<file path="src/sv/lcdw_pkg.sv">
// ----------------------------------------------------------------------------
// lcdw_pkg
// Shared types, codes and constants for the character LCD write sequencer.
// ----------------------------------------------------------------------------
package lcdw_pkg;

  localparam int unsigned CMD_W      = 2;
  localparam int unsigned BYTE_W     = 8;
  localparam int unsigned NIB_W      = 4;
  localparam int unsigned HOLD_W     = 18;
  localparam int unsigned PULSE_W    = 10;
  localparam int unsigned SETTLE_W   = 14;
  localparam int unsigned GAP_W      = 14;
  localparam int unsigned LONG_W     = 17;
  localparam int unsigned CFG_IDX_W  = 2;
  localparam int unsigned CFG_DATA_W = 17;
  localparam int unsigned JOB_IDX_W  = 4;

  // Input item kinds
  localparam logic [CMD_W-1:0] CMD_COMMAND = 2'd0;
  localparam logic [CMD_W-1:0] CMD_DATA    = 2'd1;
  localparam logic [CMD_W-1:0] CMD_SLOW    = 2'd2;
  localparam logic [CMD_W-1:0] CMD_INIT    = 2'd3;

  // Register indexes
  localparam logic [CFG_IDX_W-1:0] REG_PULSE     = 2'd0;
  localparam logic [CFG_IDX_W-1:0] REG_SETTLE    = 2'd1;
  localparam logic [CFG_IDX_W-1:0] REG_CHAR_GAP  = 2'd2;
  localparam logic [CFG_IDX_W-1:0] REG_LONG_WAIT = 2'd3;

  localparam logic [PULSE_W-1:0]  PULSE_RST     = 10'd1;
  localparam logic [SETTLE_W-1:0] SETTLE_RST    = 14'd100;
  localparam logic [GAP_W-1:0]    CHAR_GAP_RST  = 14'd80;
  localparam logic [LONG_W-1:0]   LONG_WAIT_RST = 17'd4000;

  localparam logic [HOLD_W-1:0] POWERUP_WAIT_US = 18'd100000;
  localparam logic [LONG_W-1:0] RESET_WAIT1_US  = 17'd10000;
  localparam logic [LONG_W-1:0] RESET_WAIT2_US  = 17'd200;
  localparam logic [LONG_W-1:0] MODE_WAIT_US    = 17'd80;

  localparam logic [BYTE_W-1:0] BYTE_RESET    = 8'h30;
  localparam logic [BYTE_W-1:0] BYTE_FUNCSET  = 8'h28;
  localparam logic [BYTE_W-1:0] BYTE_CLEAR    = 8'h01;
  localparam logic [BYTE_W-1:0] BYTE_DISP_OFF = 8'h08;
  localparam logic [BYTE_W-1:0] BYTE_DISP_ON  = 8'h0C;

  localparam logic [JOB_IDX_W-1:0] BYTE_LAST_IDX = 4'd1;
  localparam logic [JOB_IDX_W-1:0] INIT_LAST_IDX = 4'd12;

  localparam int unsigned QUEUE_DEPTH_DEFAULT = 4;

  // Extra wait added to the settle phase of a nibble
  typedef enum logic [2:0] {
    EX_NONE,
    EX_CHAR_GAP,
    EX_LONG_WAIT,
    EX_RESET1,
    EX_RESET2,
    EX_MODE
  } extra_e;

  // One nibble transfer (or the power-up wait) handed from front to back
  typedef struct packed {
    logic             powerup;
    logic             rs;
    logic [NIB_W-1:0] nibble;
    extra_e           extra;
    logic             last;
  } job_t;

  typedef struct packed {
    logic [PULSE_W-1:0]  pulse_us;
    logic [SETTLE_W-1:0] settle_us;
    logic [GAP_W-1:0]    char_gap_us;
    logic [LONG_W-1:0]   long_wait_us;
  } cfg_t;

  function automatic job_t mk_job(logic rs, logic [NIB_W-1:0] nib, extra_e ex, logic last);
    job_t j;
    j.powerup = 1'b0;
    j.rs      = rs;
    j.nibble  = nib;
    j.extra   = ex;
    j.last    = last;
    return j;
  endfunction

  // Power-up init sequence: the power-up wait, then one entry per nibble
  function automatic job_t init_job(logic [JOB_IDX_W-1:0] idx);
    job_t j;
    j = mk_job(1'b0, '0, EX_NONE, 1'b0);
    case (idx)
      4'd0: j.powerup = 1'b1;
      4'd1:  j = mk_job(1'b0, BYTE_RESET[7:4],    EX_RESET1,    1'b0);
      4'd2:  j = mk_job(1'b0, BYTE_RESET[7:4],    EX_RESET2,    1'b0);
      4'd3:  j = mk_job(1'b0, BYTE_RESET[7:4],    EX_RESET2,    1'b0);
      4'd4:  j = mk_job(1'b0, BYTE_FUNCSET[7:4],  EX_MODE,      1'b0);
      4'd5:  j = mk_job(1'b0, BYTE_FUNCSET[7:4],  EX_NONE,      1'b0);
      4'd6:  j = mk_job(1'b0, BYTE_FUNCSET[3:0],  EX_MODE,      1'b0);
      4'd7:  j = mk_job(1'b0, BYTE_DISP_OFF[7:4], EX_NONE,      1'b0);
      4'd8:  j = mk_job(1'b0, BYTE_DISP_OFF[3:0], EX_LONG_WAIT, 1'b0);
      4'd9:  j = mk_job(1'b0, BYTE_CLEAR[7:4],    EX_NONE,      1'b0);
      4'd10: j = mk_job(1'b0, BYTE_CLEAR[3:0],    EX_LONG_WAIT, 1'b0);
      4'd11: j = mk_job(1'b0, BYTE_DISP_ON[7:4],  EX_NONE,      1'b0);
      4'd12: j = mk_job(1'b0, BYTE_DISP_ON[3:0],  EX_LONG_WAIT, 1'b1);
      default: j = mk_job(1'b0, '0, EX_NONE, 1'b1);
    endcase
    return j;
  endfunction

endpackage

</file>
<file path="src/sv/lcdw_front.sv">
// ----------------------------------------------------------------------------
// lcdw_front
// Accepts input items and splits each into nibble jobs (an init item into the power-up sequence) for the queue.
// ----------------------------------------------------------------------------
module lcdw_front import lcdw_pkg::*; (
  input  logic              clk_i,
  input  logic              rst_ni,
  input  logic              valid_i,
  output logic              ready_o,
  input  logic [CMD_W-1:0]  cmd_i,
  input  logic [BYTE_W-1:0] byte_i,
  output logic              push_o,
  output job_t              job_o,
  input  logic              full_i
);

  logic                 busy_q, busy_d;
  logic [JOB_IDX_W-1:0] idx_q, idx_d;
  logic [CMD_W-1:0]     cmd_q;
  logic [BYTE_W-1:0]    byte_q;
  logic [JOB_IDX_W-1:0] last_idx;
  logic                 accept;
  extra_e               byte_extra;

  assign ready_o  = !busy_q;
  assign accept   = valid_i && !busy_q;
  assign push_o   = busy_q && !full_i;
  assign last_idx = (cmd_q == CMD_INIT) ? INIT_LAST_IDX : BYTE_LAST_IDX;

  always_comb begin
    case (cmd_q)
      CMD_DATA: byte_extra = EX_CHAR_GAP;
      CMD_SLOW: byte_extra = EX_LONG_WAIT;
      default:  byte_extra = EX_NONE;
    endcase
  end

  always_comb begin
    if (cmd_q == CMD_INIT) begin
      job_o = init_job(idx_q);
    end else if (idx_q == '0) begin
      job_o = mk_job(cmd_q == CMD_DATA, byte_q[7:4], EX_NONE, 1'b0);
    end else begin
      job_o = mk_job(cmd_q == CMD_DATA, byte_q[3:0], byte_extra, 1'b1);
    end
  end

  always_comb begin
    busy_d = busy_q;
    idx_d  = idx_q;
    if (accept) begin
      busy_d = 1'b1;
      idx_d  = '0;
    end else if (push_o) begin
      if (idx_q == last_idx) begin
        busy_d = 1'b0;
      end else begin
        idx_d = idx_q + 1'b1;
      end
    end
  end

  always_ff @(posedge clk_i or negedge rst_ni) begin
    if (!rst_ni) begin
      busy_q <= 1'b0;
      idx_q  <= '0;
    end else begin
      busy_q <= busy_d;
      idx_q  <= idx_d;
    end
  end

  always_ff @(posedge clk_i) begin
    if (accept) begin
      cmd_q  <= cmd_i;
      byte_q <= byte_i;
    end
  end

endmodule

</file>
<file path="src/sv/lcdw_queue.sv">
// ----------------------------------------------------------------------------
// lcdw_queue
// Small FIFO of nibble jobs between the front and back ends.
// ----------------------------------------------------------------------------
module lcdw_queue import lcdw_pkg::*; #(
  parameter int unsigned DEPTH = QUEUE_DEPTH_DEFAULT
) (
  input  logic clk_i,
  input  logic rst_ni,
  input  logic push_i,
  input  job_t push_data_i,
  output logic full_o,
  input  logic pop_i,
  output job_t pop_data_o,
  output logic empty_o
);

  localparam int unsigned PTR_W = (DEPTH > 1) ? $clog2(DEPTH) : 1;
  localparam int unsigned CNT_W = $clog2(DEPTH + 1);

  job_t             mem_q [DEPTH];
  logic [PTR_W-1:0] wr_ptr_q, wr_ptr_d;
  logic [PTR_W-1:0] rd_ptr_q, rd_ptr_d;
  logic [CNT_W-1:0] count_q, count_d;
  logic             do_push, do_pop;

  assign full_o     = (count_q == CNT_W'(DEPTH));
  assign empty_o    = (count_q == '0);
  assign do_push    = push_i && !full_o;
  assign do_pop     = pop_i && !empty_o;
  assign pop_data_o = mem_q[rd_ptr_q];

  always_comb begin
    wr_ptr_d = wr_ptr_q;
    rd_ptr_d = rd_ptr_q;
    count_d  = count_q;
    if (do_push) begin
      wr_ptr_d = (wr_ptr_q == PTR_W'(DEPTH - 1)) ? '0 : wr_ptr_q + 1'b1;
    end
    if (do_pop) begin
      rd_ptr_d = (rd_ptr_q == PTR_W'(DEPTH - 1)) ? '0 : rd_ptr_q + 1'b1;
    end
    if (do_push && !do_pop) begin
      count_d = count_q + 1'b1;
    end else if (do_pop && !do_push) begin
      count_d = count_q - 1'b1;
    end
  end

  always_ff @(posedge clk_i or negedge rst_ni) begin
    if (!rst_ni) begin
      wr_ptr_q <= '0;
      rd_ptr_q <= '0;
      count_q  <= '0;
    end else begin
      wr_ptr_q <= wr_ptr_d;
      rd_ptr_q <= rd_ptr_d;
      count_q  <= count_d;
    end
  end

  always_ff @(posedge clk_i) begin
    if (do_push) begin
      mem_q[wr_ptr_q] <= push_data_i;
    end
  end

endmodule

</file>
<file path="src/sv/lcdw_back.sv">
// ----------------------------------------------------------------------------
// lcdw_back
// Turns each nibble job into low/high/low enable events with hold times; a power-up job gives one enable-low wait.
// ----------------------------------------------------------------------------
module lcdw_back import lcdw_pkg::*; (
  input  logic              clk_i,
  input  logic              rst_ni,
  input  cfg_t              cfg_i,
  input  job_t              job_i,
  input  logic              empty_i,
  output logic              pop_o,
  output logic              valid_o,
  input  logic              ready_i,
  output logic              rs_o,
  output logic              enable_o,
  output logic [NIB_W-1:0]  nibble_o,
  output logic [HOLD_W-1:0] hold_o,
  output logic              last_o
);

  localparam logic [1:0] PH_LOW    = 2'd0;
  localparam logic [1:0] PH_HIGH   = 2'd1;
  localparam logic [1:0] PH_SETTLE = 2'd2;

  job_t              job_q;
  logic              job_valid_q, job_valid_d;
  logic [1:0]        phase_q, phase_d;
  logic              out_valid_q, out_valid_d;
  logic              can_load, fire, final_ph;
  logic [LONG_W-1:0] extra;
  logic [HOLD_W-1:0] hold_d;

  assign can_load = !out_valid_q || ready_i;
  assign fire     = job_valid_q && can_load;
  assign final_ph = job_q.powerup || (phase_q == PH_SETTLE);
  assign pop_o    = !job_valid_q && !empty_i;
  assign valid_o  = out_valid_q;

  always_comb begin
    case (job_q.extra)
      EX_CHAR_GAP:  extra = LONG_W'(cfg_i.char_gap_us);
      EX_LONG_WAIT: extra = cfg_i.long_wait_us;
      EX_RESET1:    extra = RESET_WAIT1_US;
      EX_RESET2:    extra = RESET_WAIT2_US;
      EX_MODE:      extra = MODE_WAIT_US;
      default:      extra = '0;
    endcase
  end

  always_comb begin
    if (job_q.powerup) begin
      hold_d = POWERUP_WAIT_US;
    end else if (phase_q == PH_SETTLE) begin
      hold_d = HOLD_W'(cfg_i.settle_us) + HOLD_W'(extra);
    end else begin
      hold_d = HOLD_W'(cfg_i.pulse_us);
    end
  end

  always_comb begin
    job_valid_d = job_valid_q;
    phase_d     = phase_q;
    out_valid_d = out_valid_q;
    if (fire) begin
      out_valid_d = 1'b1;
    end else if (ready_i) begin
      out_valid_d = 1'b0;
    end
    if (pop_o) begin
      job_valid_d = 1'b1;
      phase_d     = PH_LOW;
    end else if (fire) begin
      if (final_ph) begin
        job_valid_d = 1'b0;
      end else begin
        phase_d = phase_q + 1'b1;
      end
    end
  end

  always_ff @(posedge clk_i or negedge rst_ni) begin
    if (!rst_ni) begin
      job_valid_q <= 1'b0;
      phase_q     <= PH_LOW;
      out_valid_q <= 1'b0;
    end else begin
      job_valid_q <= job_valid_d;
      phase_q     <= phase_d;
      out_valid_q <= out_valid_d;
    end
  end

  always_ff @(posedge clk_i) begin
    if (pop_o) begin
      job_q <= job_i;
    end
    if (fire) begin
      rs_o     <= job_q.rs;
      enable_o <= (phase_q == PH_HIGH) && !job_q.powerup;
      nibble_o <= job_q.powerup ? '0 : job_q.nibble;
      hold_o   <= hold_d;
      last_o   <= job_q.last && final_ph;
    end
  end

endmodule

</file>
<file path="src/sv/char_lcd_4bit_write_sequencer_core.sv">
// An accepted item passes the front end, the queue and the back end's job register before its
// first event is registered; then one event per cycle while the output is taken, with a fetch
// from the queue between nibbles. A byte item gives two nibbles of low/high/settle events.
// Input is taken again once the front end has queued every nibble of an item.
// Reset (rst_ni low, async) empties the queue and loads register defaults.
// ----------------------------------------------------------------------------
// char_lcd_4bit_write_sequencer_core
// HD44780-style 4-bit bus write sequencer producing timed pin events.
// ----------------------------------------------------------------------------
module char_lcd_4bit_write_sequencer_core import lcdw_pkg::*; #(
  parameter int unsigned QUEUE_DEPTH = QUEUE_DEPTH_DEFAULT
) (
  input  logic                  clk_i,
  input  logic                  rst_ni,
  input  logic                  cfg_we_i,
  input  logic [CFG_IDX_W-1:0]  cfg_idx_i,
  input  logic [CFG_DATA_W-1:0] cfg_data_i,
  input  logic                  s_axis_tvalid,
  output logic                  s_axis_tready,
  input  logic [7:0]            s_axis_tdata,   // [7:0] byte_value
  input  logic [1:0]            s_axis_tuser,   // [1:0] cmd
  output logic                  m_axis_tvalid,
  input  logic                  m_axis_tready,
  output logic [23:0]           m_axis_tdata,   // [0] enable, [4:1] nibble, [22:5] hold_us
  output logic                  m_axis_tuser,   // [0] rs
  output logic                  m_axis_tlast
);

  cfg_t              cfg_q;
  logic              push, full, pop, empty;
  job_t              push_job, pop_job;
  logic              ev_enable;
  logic [NIB_W-1:0]  ev_nibble;
  logic [HOLD_W-1:0] ev_hold;

  always_ff @(posedge clk_i or negedge rst_ni) begin
    if (!rst_ni) begin
      cfg_q.pulse_us     <= PULSE_RST;
      cfg_q.settle_us    <= SETTLE_RST;
      cfg_q.char_gap_us  <= CHAR_GAP_RST;
      cfg_q.long_wait_us <= LONG_WAIT_RST;
    end else if (cfg_we_i) begin
      unique case (cfg_idx_i)
        REG_PULSE:     cfg_q.pulse_us     <= cfg_data_i[PULSE_W-1:0];
        REG_SETTLE:    cfg_q.settle_us    <= cfg_data_i[SETTLE_W-1:0];
        REG_CHAR_GAP:  cfg_q.char_gap_us  <= cfg_data_i[GAP_W-1:0];
        REG_LONG_WAIT: cfg_q.long_wait_us <= cfg_data_i[LONG_W-1:0];
        default: ;
      endcase
    end
  end

  lcdw_front u_front (
    .clk_i   (clk_i),
    .rst_ni  (rst_ni),
    .valid_i (s_axis_tvalid),
    .ready_o (s_axis_tready),
    .cmd_i   (s_axis_tuser),
    .byte_i  (s_axis_tdata),
    .push_o  (push),
    .job_o   (push_job),
    .full_i  (full)
  );

  lcdw_queue #(
    .DEPTH (QUEUE_DEPTH)
  ) u_queue (
    .clk_i       (clk_i),
    .rst_ni      (rst_ni),
    .push_i      (push),
    .push_data_i (push_job),
    .full_o      (full),
    .pop_i       (pop),
    .pop_data_o  (pop_job),
    .empty_o     (empty)
  );

  lcdw_back u_back (
    .clk_i    (clk_i),
    .rst_ni   (rst_ni),
    .cfg_i    (cfg_q),
    .job_i    (pop_job),
    .empty_i  (empty),
    .pop_o    (pop),
    .valid_o  (m_axis_tvalid),
    .ready_i  (m_axis_tready),
    .rs_o     (m_axis_tuser),
    .enable_o (ev_enable),
    .nibble_o (ev_nibble),
    .hold_o   (ev_hold),
    .last_o   (m_axis_tlast)
  );

  assign m_axis_tdata = {1'b0, ev_hold, ev_nibble, ev_enable};

  // Front end takes one item at a time
  a_ready_drops: assert property (@(posedge clk_i) disable iff (!rst_ni)
    (s_axis_tvalid && s_axis_tready) |=> !s_axis_tready)
    else $error("input taken while front end busy");

  // Enable-high phase is never the final event of an item
  a_high_not_last: assert property (@(posedge clk_i) disable iff (!rst_ni)
    (m_axis_tvalid && m_axis_tdata[0]) |-> !m_axis_tlast)
    else $error("last flag on enable-high event");

  // Enable-high phase holds for exactly the pulse time
  a_high_hold: assert property (@(posedge clk_i) disable iff (!rst_ni)
    (m_axis_tvalid && m_axis_tdata[0]) |-> (m_axis_tdata[22:5] == HOLD_W'(cfg_q.pulse_us)))
    else $error("enable-high hold differs from pulse time");

endmodule
</file>
<file path="config.mk">
export PLATFORM = sky130hd
export DESIGN_NAME = char_lcd_4bit_write_sequencer_core
export DESIGN_NICKNAME = d
export VERILOG_FILES = /design/src/sv/lcdw_pkg.sv /design/src/sv/lcdw_front.sv /design/src/sv/lcdw_queue.sv /design/src/sv/lcdw_back.sv /design/src/sv/char_lcd_4bit_write_sequencer_core.sv
export SDC_FILE = /design/constraint.sdc
export NUM_CORES = 1
export LEC_CHECK = 0
export BUFFER_PORTS_ARGS = -buffer_cell sky130_fd_sc_hd__clkbuf_2
export CAP_MARGIN = 25
export CORE_MARGIN = 3
export CORE_UTILIZATION = 55
export CTS_CLUSTER_DIAMETER = 40
export CTS_CLUSTER_SIZE = 12
export DETAILED_ROUTE_END_ITERATION = 7
export PLACE_DENSITY = 0.74
export SYNTH_ARGS = -nofsm -noshare
export SYNTH_HDL_FRONTEND = slang
export SYNTH_SLANG_ARGS = --single-unit
export TNS_END_PERCENT = 10
</file>
<file path="constraint.sdc">
create_clock -name clk_i -period 3.7 [get_ports clk_i]
set_input_delay 1.11 -clock clk_i [delete_from_list [all_inputs] [get_ports clk_i]]
set_output_delay 1.11 -clock clk_i [all_outputs]
set_load 0.05 [all_outputs]
</file>
==> out/results.txt, run 1 <==
Highest-count cells in the layout ignoring fill and taps: edfxtp_1 (85), mux2_2 (59), dfrtp_1 (59), clkbuf_2 (59), nor2_1 (46)
Pre-antenna DRT Iters: 5
Die width: 121 um
Worst Hold Depth: 0
Max-slew violations: 0
Hold_buf cts: 0
WHS: 0.418 ns
Vias in the first global route: 4671
Routed Antenna Nets: 0
# Post-CTS Setup Buffers: 0
Clk root buf: clkbuf_16
GRT Util Overall: 20.8%
R2R depth: 11
# fillers: 987
Hold wc startpoint: u_back.job_q[8]
Pwr/cell area: 872 mW/mm^2
Top FF cell, synth: edfxtp_1
Clk slew on worst S/H paths: 0.06 ns
Static Leak: 3.36 nW
CP startpoint kind: register
Final Cycle Share: 92.9%
Setup_tns: 0 ns
Max Cap Viol: 0
Commonest non-fill, non-tap cell in the layout: edfxtp_1
Run status: complete, no violations
Ys Warns: 0
First-pass GRT wire length: 23.6 mm
I/O pin count: 62
RSZ-0062 raised after global routing: false
DIE AREA: 0.0146 mm^2
Layout cell share with drive strength beyond 1: 29.8%
R2R Path Start: u_back.job_q[1]
Final WS setup: 0.263 ns
Min Clock Period, post-route: 3.44 ns
Net count after synthesis: 606
Register area: 0.00434 mm^2
Area growth syn-to-layout: 14.7%
Core Rows: 41
Asr flop ratio synth: 45.5%
Post-CTS Resized: 0
Antenna diodes: 0
Hold Path Class: reg -> reg
Mapped Cells: 544
Iter 0 DRT Violations: 278
Initial Utilization: 56.9%
Register area share after synthesis: 60.0%
Clock Tree Buf Depth: 2
Synth Register Bits: 156
Post-detail-place hpwl: 10.0 mm
Syn avg cell area: 13.3 um^2
Grt ovf: 0
CTS tree: yes
Worst skew pair latency: 0.42 ns
Via count: 4526
Arr. time, crit path: 3.58 ns
Final-report setup violation count: 0
Initial antenna violation count: 0
Post-Place Setup Slack: 0.389 ns
Synth area leaders: edfxtp_1 (35%), dfrtp_1 (20%), mux2_2 (9.2%), ha_1 (4.5%), dfstp_2 (4.4%)
Die H: 121 um
Drt via density: 5.69
Yosys cell types: 61
Layout Skew: 0.00847 ns
Largest net degree at the start of global routing: 34
Final hold viol count: 0
Post-synth EDFFs: 85
Worst setup path class: reg -> reg
Synth top area share: 35.3%
Core footprint: 0.0127 mm^2
DRC Markers: 0
Reg-to-reg endpoint: u_back.hold_o[16]
Least-Margin Pin Slew: 0.951 ns
CP Data Required Time: 3.84 ns
GP Congestion: 0.870
Crit Path Max Fanout: 15
Syn Std Cell Area: 0.00724 mm^2
H-tree levels: 4
CP Capture Type: register
PortBufs: 60
Multi-input logic area: 0.00275 mm^2
Slew headroom: 36.4%
Clock sink count: 156
Highest clock rate: 291 MHz
Largest area contributor in the netlist: edfxtp_1
Final WL: 14.2 mm
Layout Nets: 673
Cts bufs inserted: 17
Routed WL per cell: 17.9 um
Worst Hold End: u_back.rs_o
VDD IR max: 0.580 mV
R2R Setup Slk: 0.26 ns
## worst max path at each step
| stage | from | endpoint | slack, ns | cells after the start |
|---|---|---|---|---|
| 2_1_floorplan | u_back.job_q[1] | u_back.hold_o[16] | 0.83 | 12 |
| 3_3_place_gp | u_back.job_q[1] | u_back.hold_o[16] | 0.55 | 11 |
| 3_5_place_dp | u_back.job_q[1] | u_back.hold_o[16] | 0.39 | 11 |
| 4_1_cts | u_back.job_q[1] | u_back.hold_o[9] | 0.33 | 10 |
| 5_1_grt | u_back.job_q[1] | u_back.hold_o[16] | 0.02 | 11 |
| 6_report | u_back.job_q[1] | u_back.hold_o[16] | 0.26 | 11 |
## cell type report
| type | instances | share of cell area (%) |
|---|---|---|
| Sequential cell | 156 | 52.4 |
| Multi-Input combinational cell | 353 | 33.2 |
| Clock buffer | 24 | 6.20 |
| Timing Repair Buffer | 68 | 4.34 |
| Tap cell | 172 | 2.59 |
| Inverter | 15 | 0.679 |
| Clock inverter | 8 | 0.664 |
## worst max-delay path, cell delays in order (launching register included)
cell      delay [ns]
edfxtp_1        0.64
nor2_1          0.26
a22oi_1         0.24
nor2_1          0.07
ha_1            0.24
fa_1            0.42
a21o_1          0.20
a221oi_2        0.42
nor2_1          0.16
o211ai_2        0.23
a211o_1         0.17
o311ai_2        0.10
## flip-flops by register name, indices dropped and copies added, names as in the netlist, 2 cells and up
register,flops
u_queue.wr_ptr_q,2
u_back.job_q,10
u_queue.mem_q,40
u_back.hold_o,18
u_back.phase_q,2
u_front.cmd_q,2
u_queue.count_q,3
u_front.byte_q,8
u_front.idx_q,4
u_queue.rd_ptr_q,2
u_back.nibble_o,4
cfg_q,55
## cell families (layout without fill, tap and decap cells)
logic type,count (synthesis),in the layout,synth area share (%)
DFF,156,156,60.0
and+or+nand+nor,140,140,9.56
AOI/OAI and AO/OA,93,93,8.28
muxes,76,76,13.3
buffers and inverters,35,115,1.94
adders and majority gates,28,28,5.05
xor gates and xnor gates,15,15,1.82
other,1,1,0.0518
## synth_stat cells, types with 2 or more instances
library cell   n
clkbuf_1      16
edfxtp_1      85
xnor2_1        9
a211oi_1       3
o21bai_1       2
a31oi_1        2
a21oi_1       31
or3_1          2
nand4_1        2
xor2_1         6
and2_1         8
nand3_1        8
o21ai_0       23
fa_1           2
mux2_2        59
dfstp_2       12
dfrtp_1       59
and3_1         4
nor3b_1        2
a22oi_1        8
nor2_1        46
nand2_1       30
inv_1         13
nand2b_1       6
buf_4          2
o211ai_2       2
a21o_1         8
nand3b_1       4
mux4_2        10
mux2i_1        7
nor2b_1       11
nor3_1         8
ha_1          26
## metrics by stage
stage               instances  util [%]  cell area [um^2]  total power, mW
global route              796      65.2              8300             7.68
CTS                       796      65.2              8300             7.27
global placement          764      60.7              7730             5.48
detailed placement        764      60.7              7730             5.61
floorplan                 544         -              7240             4.93
finish                    796      65.2              8300             7.23
## per-layer routing
layer	track usage, %	wire length, um	up-vias
met5	0	0	-
met4	5.10	182	0
met3	5.47	696	11
met2	33.9	7060	105
met1	28.1	6280	2272
li1	-	-	2138
## power by group
part           switching [mW]  leakage, nW  total, mW  internal (mW)
logic                    1.61         1.45       2.63           1.02
registers               0.395         1.63       2.97           2.57
clock network           0.661        0.281       1.64          0.975
(Power assumes the default switching activity.)
==> run 2: changes to the inputs <==
BUFFER_PORTS_ARGS = not set   (was -buffer_cell sky130_fd_sc_hd__clkbuf_2)
DONT_BUFFER_PORTS = 1   (was not set)
PLACE_DENSITY = 0.7   (was 0.74)
==> run 2 against run 1 <==
  * Register-to-register slack better by 0.06 ns
  * Fmax increased by 1.8%
  * First-iteration DRC count up 24%
  * Clock-buffer cell count decreased by 3
  * Largest power group unchanged
==> out/results.txt, run 2 (synthesis gave the netlist of run 1 again) <==
Initial antenna violation count: 0 (unchanged)
Arr. time, crit path: 3.53 ns (-0.05 ns)
Crit-path slowest cell: edfxtp_1
Max Cap Viol: 0 (unchanged)
VDD IR max: 0.510 mV (-12%)
Hold_buf cts: 0 (unchanged)
Vias in the first global route: 4181 (-10%)
PortBufs: 0 (-100%)
# Post-CTS Setup Buffers: 0 (unchanged)
Final Cycle Share: 91.2% (-1.7 points)
Min Clock Period, post-route: 3.38 ns (-0.0616 ns)
Multi-input logic area: 0.00275 mm^2 (unchanged)
Clock Tree Buf Depth: 2 (unchanged)
Max-slew violations: 0 (unchanged)
Layout Nets: 611 (-9.2%)
Post-CTS Resized: 0 (unchanged)
Routed Antenna Nets: 0 (unchanged)
Final hold viol count: 0 (unchanged)
Grt ovf: 0 (unchanged)
Clk root buf: clkbuf_16
Cts bufs inserted: 17 (unchanged)
Run status: complete, no violations
Top reg by flops: cfg_q
Top delay family on crit path: compound AO/OA/AOI/OAI gates
DIE AREA: 0.0146 mm^2 (unchanged)
Core Rows: 41 (unchanged)
Post-Place Setup Slack: 0.405 ns (+0.0163 ns)
Clk slew on worst S/H paths: 0.06 ns (about the same)
Layout cell share with drive strength beyond 1: 21.5% (-8.3 points)
Drt via density: 5.86 (+3.0%)
Highest-count cells in the layout ignoring fill and taps: edfxtp_1 (85), mux2_2 (59), dfrtp_1 (59), nor2_1 (46), a21oi_1 (31)
Clock sink count: 156 (unchanged)
Most used cell, CP: nor2_1
Core footprint: 0.0127 mm^2 (unchanged)
Largest net degree at the start of global routing: 72 (+110%)
CP startpoint kind: register
Critical path cell sequence: nor2_1 > a22oi_1 > nor2_1 > ha_1 > fa_1 > a21o_1 > a221oi_2 > nor2_1 > o211ai_2 > a211o_1 > o311ai_2
First-pass GRT wire length: 22.1 mm (-6.3%)
Die width: 121 um (unchanged)
Largest register FFs: 55 (unchanged)
Commonest non-fill, non-tap cell in the layout: edfxtp_1
Biggest regs: cfg_q (55), u_queue.mem_q (40), u_back.hold_o (18)
GRT Util Overall: 20.0% (-0.82 points)
I/O pin count: 62 (unchanged)
Least-Margin Pin Slew: 0.928 ns (-0.0222 ns)
Buf+Inv Stages, Crit Path: 0 (unchanged)
Highest clock rate: 296 MHz (+1.8%)
RSZ-0062 raised after global routing: false
Area growth syn-to-layout: 9.72%
Crit-path max cell delay: 0.61 ns (-0.03 ns)
H-tree levels: 4 (unchanged)
Static Leak: 3.09 nW (-8.2%)
Via count: 4298 (-5.0%)
Slew headroom: 37.9% (+1.5 points)
# fillers: 1002 (+1.5%)
Die H: 121 um (unchanged)
GP Congestion: 0.851 (-2.2%)
Worst skew pair latency: 0.43 ns (about the same)
CP Data Required Time: 3.85 ns (about the same)
Antenna diodes: 0 (unchanged)
Pre-antenna DRT Iters: 5 (unchanged)
Crit Path Max Fanout: 15 (unchanged)
DRC Markers: 0 (unchanged)
Layout Skew: 0.0131 ns (+0.00463 ns)
Worst setup path class: reg -> reg
CP Capture Type: register
Final WL: 13.7 mm (-3.7%)
Register area: 0.00434 mm^2 (unchanged)
Final-report setup violation count: 0 (unchanged)
Post-detail-place hpwl: 9.59 mm (-4.4%)
Setup_tns: 0 ns (unchanged)
CTS tree: yes
Final WS setup: 0.324 ns (+0.0616 ns)
Hold Path Class: in -> async
Iter 0 DRT Violations: 344 (+24%)
Routed WL per cell: 18.6 um (+4.4%)
Pwr/cell area: 884 mW/mm^2 (+1.4%)
Initial Utilization: 56.9% (unchanged)
[run 2: changes by cell type in the layout (fill, tap and decap cells not counted), sizes merged]
cell / change
clkinvlp: -1
bufinv: +1
buf: -3
clkinv: +5
clkbuf: -62
inv: -2
[run 2: layout make-up]
cell class / instances / share of cell area, %
Inverter: 15 / 0.709
Timing Repair Buffer: 6 / 0.567
Sequential cell: 156 / 54.7
Clock inverter: 11 / 0.961
Tap cell: 172 / 2.71
Clock buffer: 21 / 5.67
Multi-Input combinational cell: 353 / 34.7
[run 2: final timing paths]
kind / from / to / slack [ns] / cells past startpoint
min reg2reg: u_back.job_q[8] / u_back.rs_o / 0.43 / 0
min: rst_ni / u_front.idx_q[1] / 0.37 / 0
min in group clk_i: u_back.job_q[8] / u_back.rs_o / 0.43 / 0
max in group asynchronous: rst_ni / cfg_q[8] / 3.10 / 0
max reg2reg: u_back.job_q[1] / u_back.hold_o[16] / 0.32 / 11
max: u_back.job_q[1] / u_back.hold_o[16] / 0.32 / 11
[run 2: where the power goes]
group          internal, mW  leakage, nW  switching [mW]
registers              2.58         1.63           0.767
logic                 0.931         1.19            1.16
clock network         0.925        0.266           0.655
[run 2: layer usage]
layer	share of wire [%]	vias up	GRT usage, %
met5	0	-	0
met4	1.1	0	6.23
met3	5.4	14	6.31
met2	47	106	30.0
met1	47	2164	28.0
li1	-	2014	-
[run 2: worst reg2reg max path, stage by stage, from the launching register on]
cell and delay (ns):
edfxtp_1 0.61, nor2_1 0.24, a22oi_1 0.25, nor2_1 0.07, ha_1 0.24, fa_1 0.40
a21o_1 0.20, a221oi_2 0.41, nor2_1 0.17, o211ai_2 0.24, a211o_1 0.17, o311ai_2 0.09
[run 2: metrics by stage]
stage	power, mW	area (um^2)	utilization (%)	hold WS [ns]	std cells
after floorplan	4.93	7240	-	0.400	544
after global placement	5.37	7410	58.3	0.419	702
after detailed placement	5.46	7410	58.3	0.413	702
after CTS	7.06	7940	62.4	0.360	734
after global routing	7.44	7940	62.4	0.355	734
final	7.02	7940	62.4	0.372	734
==> run 3: changes to the inputs <==
BUFFER_PORTS_ARGS = -buffer_cell sky130_fd_sc_hd__clkbuf_2   (was not set)
CORE_UTILIZATION = 40   (was 55)
DONT_BUFFER_PORTS = not set   (was 1)
PLACE_DENSITY = not set   (was 0.7)
==> run 3 against run 2 <==
  * Clock-buffer cell count shrank 4
  * Combinational power rose by 26%
  * Largest power group unchanged
  * Final cell count rose by 16%
  * Largest cell class unchanged
==> out/results.txt, run 3 (synthesis gave the netlist of run 1 again) <==
Commonest non-fill, non-tap cell in the layout: edfxtp_1
Iter 0 DRT Violations: 258 (-25%)
VDD IR max: 0.358 mV (-30%)
Min Clock Period, post-route: 3.27 ns (-0.101 ns)
Grt ovf: 0 (unchanged)
Int Pwr: 4.56 mW (+2.7%)
Max-slew violations: 0 (unchanged)
Logic gate share of total power: 36.2% (+6.5 points)
Clock Tree Buf Depth: 2 (unchanged)
Layout Nets: 678 (+11%)
GP Congestion: 0.898 (+5.6%)
Worst skew pair latency: 0.42 ns (about the same)
Setup_tns: 0 ns (unchanged)
Die H: 140 um (+16%)
Core footprint: 0.0175 mm^2 (+37%)
Clk root buf: clkbuf_16
PortBufs: 60 (+60)
Area growth syn-to-layout: 16.4%
Drt via density: 5.21 (-11%)
Final Cell Area: 0.00842 mm^2 (+6.1%)
Antenna diodes: 0 (unchanged)
Cts bufs inserted: 17 (unchanged)
WHS: 0.419 ns (+0.0473 ns)
Area post-placement: 0.00784 mm^2 (+5.7%)
Clk slew on worst S/H paths: 0.06 ns (about the same)
Largest register FFs: 55 (unchanged)
Max Cap Viol: 0 (unchanged)
Least-Margin Pin Slew: 0.933 ns (+0.00474 ns)
DRC Markers: 0 (unchanged)
Top reg by flops: cfg_q
Placed cell count: 821 (+17%)
Post-CTS Resized: 0 (unchanged)
Static Leak: 3.40 nW (+9.9%)
Highest clock rate: 305 MHz (+3.1%)
Highest-count cells in the layout ignoring fill and taps: edfxtp_1 (85), mux2_2 (59), dfrtp_1 (59), clkbuf_2 (59), nor2_1 (46)
Core Rows: 48 (+17%)
Biggest regs: cfg_q (55), u_queue.mem_q (40), u_back.hold_o (18)
Sw frac: 37.2% (+0.49 points)
Run status: complete, no violations
Hold_buf cts: 0 (unchanged)
DIE AREA: 0.0197 mm^2 (+35%)
Via count: 4446 (+3.4%)
# fillers: 1535 (+53%)
GRT Util Overall: 15.3% (-4.7 points)
Hold Path Class: reg -> reg
RSZ-0062 raised after global routing: false
CP Data Required Time: 3.87 ns (+0.02 ns)
Slew headroom: 37.6% (-0.32 points)
R2R Setup Slk: 0.43 ns (+0.10 ns)
Layout cell share with drive strength beyond 1: 30.7% (+9.2 points)
First-pass GRT wire length: 23.8 mm (+7.8%)
Worst setup path class: reg -> reg
Pwr/cell area: 863 mW/mm^2 (-2.4%)
Initial Utilization: 41.4% (-15 points)
Pre-antenna DRT Iters: 4 (-1)
Routed Antenna Nets: 0 (unchanged)
Die width: 140 um (+16%)
Post-detail-place hpwl: 10.4 mm (+8.7%)
Initial antenna violation count: 1 (+1)
Final-report setup violation count: 0 (unchanged)
Layout Skew: 0.00712 ns (-0.00598 ns)
Final WL: 14.2 mm (+3.7%)
CP startpoint kind: register
Fin cells: 854 (+16%)
Final hold viol count: 0 (unchanged)
H-tree levels: 4 (unchanged)
Clock sink count: 156 (unchanged)
I/O pin count: 62 (unchanged)
# Post-CTS Setup Buffers: 0 (unchanged)
CTS tree: yes
Crit Path Max Fanout: 9 (-6)
Vias in the first global route: 4687 (+12%)
Register share of total power: 40.5% (-7.3 points)
Largest net degree at the start of global routing: 38 (-47%)
Final Cycle Share: 88.5% (-2.7 points)
Clk pwr share: 23.3% (+0.8 points)
Net switching power of the design: 2.71 mW (+4.9%)
CP Capture Type: register
Routed WL per cell: 16.6 um (-11%)
Arr. time, crit path: 3.44 ns (-0.09 ns)
[run 3: routing by layer]
layer  share of wire [%]  vias up  routed length (um)  track usage [%]
met3                 3.9       20                 550             3.89
met1                  45     2183                6360             19.1
met5               0.092        -                  13                0
met2                  50       90                7080             25.6
li1                    -     2151                   -                -
met4                 1.3        2                 184             5.51
[run 3: final cells by class]
cell class	instances	area, um^2	share of cell area [%]
inverters	15	56.3	0.669
flip-flops and latches	156	4340	51.6
well taps	225	282	3.34
clock inverters	15	150	1.78
multi-input cells	353	2750	32.7
repair buffers	73	410	4.87
clock buffers	17	425	5.05
[run 3: power by group through the flow]
stage | clock, mW | sequential, mW | combinational (mW)
floorplan | 0 | 3.15 | 1.78
global placement | 0 | 2.96 | 2.59
detailed placement | 0 | 2.98 | 2.65
CTS | 1.75 | 2.95 | 2.66
global route | 1.82 | 3.02 | 2.92
finish | 1.70 | 2.94 | 2.63
[run 3: critical path, cell delays in order (launching register included)]
cell      delay [ns]
edfxtp_1        0.52
inv_2           0.09
nor2_1          0.40
a22oi_1         0.17
o21ai_0         0.21
ha_1            0.32
a21o_1          0.21
a21o_1          0.19
or2_1           0.27
a31o_1          0.23
a311oi_1        0.30
o31ai_1         0.11
[run 3: final timing paths]
kind	end	depth (start not counted)	from
max	u_back.hold_o[9]	11	u_back.job_q[2]
min	u_back.rs_o	0	u_back.job_q[8]
max reg2reg	u_back.hold_o[9]	11	u_back.job_q[2]
min reg2reg	u_back.rs_o	0	u_back.job_q[8]
max in group asynchronous	cfg_q[8]	2	rst_ni
min in group asynchronous	u_front.idx_q[1]	1	rst_ni
[run 3: per-stage QoR]
stage	worst slack [ns]	total power, mW	utilization (%)
finish	0.425	7.27	48.2
global route	0.211	7.77	48.2
CTS	0.463	7.36	48.1
detailed placement	0.466	5.64	44.8
global placement	0.572	5.55	44.8
floorplan	0.831	4.93	-
